==> config.mk <==
export PLATFORM = sky130hd
export DESIGN_NAME = fspc_regfile
export DESIGN_NICKNAME = d
export VERILOG_FILES = /design/src/sv/fspc_pkg.sv /design/src/sv/fspc_regfile.sv
export SDC_FILE = /design/constraint.sdc
export NUM_CORES = 2
export LEC_CHECK = 0
export BUFFER_PORTS_ARGS = -buffer_cell sky130_fd_sc_hd__buf_2
export CORE_MARGIN = 2
export CORE_UTILIZATION = 45
export DETAILED_ROUTE_END_ITERATION = 6
export HOLD_SLACK_MARGIN = 0.02
export PLACE_DENSITY = 0.68
export SLEW_MARGIN = 20
export SYNTH_ARGS = -nofsm -noshare
export SYNTH_HDL_FRONTEND = slang
export SYNTH_SLANG_ARGS = --single-unit
==> constraint.sdc <==
create_clock -name clk -period 1.6 [get_ports clk]
set_clock_uncertainty 0.05 [all_clocks]
set_input_delay 0.16 -clock clk [delete_from_list [all_inputs] [get_ports clk]]
set_output_delay 0.16 -clock clk [all_outputs]
set_load 0.03 [all_outputs]
==> src/sv/fspc_pkg.sv <==
package fspc_pkg;

	localparam int unsigned REGISTER_COUNT_DEFAULT = 32;
	localparam int unsigned STAGE_COUNT_DEFAULT = 5;
	localparam logic [31:0] PC_STEP = 32'd4;

	typedef enum logic [3:0] {
		OP_NOP   = 4'd0,
		OP_ADD   = 4'd1,
		OP_SUB   = 4'd2,
		OP_LOAD  = 4'd3,
		OP_STORE = 4'd4,
		OP_BR    = 4'd5,
		OP_BREQ  = 4'd6,
		OP_BRNEQ = 4'd7,
		OP_HALT  = 4'd8
	} opcode_t;

	localparam logic CFG_FORWARD_ENABLE = 1'b0;
	localparam logic CFG_SPLIT_REGISTER_FILE = 1'b1;

	typedef struct packed {
		logic [3:0]  inst_opcode;
		logic [4:0]  inst_src1;
		logic [31:0] inst_src2;
		logic        inst_src2_is_imm;
		logic [4:0]  inst_dst;
		logic [31:0] load_data;
		logic        load_ready;
	} in_item_t;

	typedef struct packed {
		logic [31:0] next_fetch_address;
		logic [31:0] data_address;
		logic        data_read;
		logic        data_write;
		logic [31:0] data_write_value;
		logic [31:0] program_counter;
	} out_item_t;

	// One stage register: the instruction fields and its latched operands.
	typedef struct packed {
		logic [3:0]  op;
		logic [4:0]  s1;
		logic [31:0] s2;
		logic        imm;
		logic [4:0]  dst;
		logic [31:0] v1;
		logic [31:0] v2;
	} stage_t;

	function automatic logic writes_reg(input logic [3:0] op);
		return op == OP_ADD || op == OP_SUB || op == OP_LOAD;
	endfunction

	function automatic logic s1_hit(input stage_t c, input stage_t o);
		return c.s1 == o.dst && c.s1 != 5'd0;
	endfunction

	function automatic logic s2_hit(input stage_t c, input stage_t o);
		return !c.imm && c.s2 == {27'd0, o.dst} && c.s2 != 32'd0;
	endfunction

	function automatic logic d_hit(input stage_t c, input stage_t o);
		return c.dst == o.dst && c.dst != 5'd0;
	endfunction

	function automatic logic any_hit(input stage_t c, input stage_t o);
		return s1_hit(c, o) || s2_hit(c, o) || (!writes_reg(c.op) && d_hit(c, o));
	endfunction

endpackage

==> src/sv/fspc_regfile.sv <==
// Register file with register 0 held at zero; reads outside the file give zero.
module fspc_regfile #(
	parameter int unsigned REGISTER_COUNT = fspc_pkg::REGISTER_COUNT_DEFAULT
) (
	input  logic        clk,
	input  logic        arst_n,
	input  logic        we,
	input  logic [4:0]  waddr,
	input  logic [31:0] wdata,
	input  logic [31:0] raddr [4],
	output logic [31:0] rdata [4]
);
	localparam int unsigned AW = (REGISTER_COUNT > 1) ? $clog2(REGISTER_COUNT) : 1;

	logic [31:0] regs_q [REGISTER_COUNT];
	logic [31:0] widx;

	assign widx = {27'd0, waddr};

	// Write port; register 0 and out-of-range numbers are dropped.
	always_ff @(posedge clk or negedge arst_n) begin
		if (!arst_n) begin
			for (int i = 0; i < REGISTER_COUNT; i++) regs_q[i] <= '0;
		end else if (we && waddr != 5'd0 && widx < REGISTER_COUNT) begin
			regs_q[widx[AW-1:0]] <= wdata;
		end
	end

	// Four read ports.
	always_comb begin
		for (int p = 0; p < 4; p++) begin
			if (raddr[p] < REGISTER_COUNT) rdata[p] = regs_q[raddr[p][AW-1:0]];
			else rdata[p] = '0;
		end
	end
endmodule
==> impl_metrics.py <==
metrics = {
    "sta": {
        "finalCritPeriodShare_pct": 174,
        "drv_slew": 0,
        "hold_viol_final": 0,
        "postLayoutSetupSlackWorst_ps": -1190,
        "worstMarginPinSlew_ps": 1070,
        "max_freq_mhz": 358,
        "fin_crit_ps": 2790,
        "relSlewSlack_pct": 28.6,
        "tns_ps": -127780,
        "fin_hold_ws_ps": 11.5,
        "finalSetupViolCount": 128,
        "rsz0062_at_grt": "true",
    },
    "floorplanning": {
        "coreArea_um2": 167000,
        "row_count": 150,
        "die_w_um": 414,
        "fp.dieH_um": 414,
        "start_util_pct": 45.2,
        "fp.dieArea_um2": 171000,
        "ios": 296,
    },
    "place": {
        "gp_congestion": 1.00,
        "dp_slack_ps": -971,
        "io_buffers": 295,
        "dpl.hpwl_mm": 221,
    },
    "global_route": {
        "grt_max_degree": 107,
        "antenna_found_initial": 22,
        "gr-usage-all-layers_pct": 36.7,
        "overflow": 0,
        "grt_pass1_wl_mm": 465,
        "grt_pass1_vias": 66600,
    },
    "clocking": {
        "clkTransAtPathRegs_ps": 70,
        "htreeDepth": 3,
        "cts_buffer_depth": 3,
        "cts_root_buf": "clkbuf_16",
        "cts_buffers": 118,
        "numClockSinks": 1024,
        "cts_tree": "built",
        "clk_latency_ps": 790,
    },
    "worst_setup_path": {
        "startpoint": "regs_q[543]",
        "critPathCaptureType": "output port",
        "r2r_cells": 3,
        "crit_path_max_incr_delay_ps": 400,
        "rr_startpoint": "regs_q[196]",
        "cp.required_ps": 1390,
        "crit_type": "reg -> out",
        "critical_path.cell_chain": "buf_4, mux2i_1, a22o_1, a221oi_2, o21ai_2, nor3_4, buf_6",
        "worstPathArrival_ps": 2580,
        "cp_max_fo": 4,
        "critPathLaunchType": "flip-flop",
        "crit_path_top_delay_cell": "dfrtp_1",
        "reg2reg_slack_ps": 450,
    },
    "route": {
        "routedWlPerCell_um": 33.5,
        "drc": 0,
        "vias": 66600,
        "dr.pass1.iters": 6,
        "vias_per_cell": 6.90,
        "drtIter0Drc": 7576,
        "postRouteAntennaNets": 0,
        "routed_wl_mm": 323,
    },
    "power": {
        "ir_drop_uv": 1060,
        "p_int_mw": 63.7,
        "p_clk_share_pct": 30.2,
        "pwr-share-comb_pct": 31.1,
        "pwr-share-seq_pct": 38.7,
        "swShare_pct": 34.6,
        "switching_power_mw": 33.6,
        "powerDensity_nw_per_um2": 998,
        "p_leak_nw": 44.9,
    },
    "layout": {
        "largest_register_ffs": 1024,
        "reg_top3": "regs_q x1024",
        "areaGrowthSynthToFinish_pct": 29.0,
        "layout_common_cells": "mux2i_1 (2009), dfrtp_1 (989), mux2_2 (869), buf_4 (812), a22o_1 (372)",
        "nets": 7509,
        "final_common_cell": "mux2i_1",
        "fin_util_pct": 58.4,
        "top_register": "regs_q",
        "drive_above_1_share_pct": 44.6,
    },
    "hold_path": {
        "hold_start": "waddr[0]",
        "hold_path_class": "in -> reg",
        "whs_path_depth": 5,
    },
    "status": {
        "status": "finished with violations",
        "violations": "negative setup slack",
    },
    "yosys": {
        "syn-cell-area_um2": 75600,
        "synthCells": 6461,
        "syn_avg_cell_area_um2": 11.7,
        "ys_types": 42,
        "synth_edf_count": 0,
        "yosys_most_used_dff": "dfrtp_1",
        "yosys_warnings": 0,
        "synthArstFlopShare_pct": 100,
        "synthesis.nets": 6629,
        "ys_seq_area_share_pct": 33.9,
        "synth_seq_cells": 1024,
    },
    "job": {
        "maxCapViolations": 0,
    },
}
-- kinds of logic after synthesis --
logic type	count (synthesis)	share of synthesized area, %
AOI/OAI and AO/OA	1384	15.2
muxes	3032	42.1
buffers and inverters	745	6.17
DFF	1024	33.9
and+or+nand+nor	276	2.65
-- per-layer routing --
layer | track usage, % | vias up | wire (µm)
met3 | 9.31 | 1365 | 32600
li1 | - | 27100 | -
met2 | 53.8 | 4183 | 139000
met5 | 0 | - | 103
met1 | 46.5 | 33900 | 124000
met4 | 27.2 | 16 | 27100
-- synthesized netlist by cell type (32+ instances only) --
| master | count | area share, % |
|---|---|---|
| mux2i_1 | 2016 | 27 |
| dfrtp_1 | 1024 | 34 |
| mux2_2 | 871 | 13 |
| a22o_1 | 372 | 4.3 |
| clkbuf_1 | 270 | 1.3 |
| a22oi_1 | 252 | 2.5 |
| a221oi_1 | 223 | 2.6 |
| buf_2 | 195 | 1.3 |
| a221oi_2 | 149 | 3.0 |
| mux2_1 | 129 | 1.9 |
| a21oi_1 | 128 | 0.85 |
| o22ai_1 | 124 | 1.0 |
| buf_6 | 122 | 1.8 |
| o21ai_1 | 109 | 0.72 |
| buf_4 | 107 | 1.1 |
| nor3_2 | 104 | 1.4 |
| nand2_1 | 32 | 0.16 |
-- cell type report --
cell class | instances | area [µm²]
Clock inverter | 49 | 666
Timing Repair Buffer | 1505 | 15900
Clock buffer | 175 | 3500
Sequential cell | 1024 | 25700
Antenna cell | 13 | 32.5
Tap cell | 2204 | 2760
Multi-Input combinational cell | 4692 | 49000
Fill cell | 13200 | 69500
-- through the flow --
step                cell area [µm²]  power, mW  cells
finish                        97500       97.3   9662
global route                  97500        101   9652
CTS                           96800       95.9   9611
detailed placement            89700       65.2   9352
global placement              89700       64.1   9352
floorplan                     77400       54.7   6461
-- timing repair --
item,4_1_cts,5_1_grt
pin swaps,411,156
hold endpoints to repair,1899,2
resized for setup,578,96
hold buffers,36,4
gates cloned,0,0
setup buffers,41,39
endpoints found under the setup margin,128,470
-- power by group through the flow --
stage	logic, mW	clock network, mW	registers [mW]
after global routing	32.0	30.6	38.2
after CTS	29.2	29.6	37.2
final	30.3	29.4	37.7
after detailed placement	27.7	0	37.6
after global placement	26.9	0	37.2
after floorplan	19.1	0	35.6
-- worst max-delay path: cells and delay by family, from the launching register on --
kind,cells,cell delay [ps]
AO/OA/AOI/OAI,3,590
buffers and inverters,2,340
flip-flops,1,400
AND/OR/NAND/NOR,1,390
multiplexers,1,70
-- worst paths after layout --
path | end
setup / recovery | rdata[63]
hold / removal | regs_q[709]
setup reg to reg | regs_q[196]
hold reg to reg | regs_q[1022]
max in group asynchronous | regs_q[654]
min in group asynchronous | regs_q[399]
No activity file was read; power rests on OpenSTA's default activity.
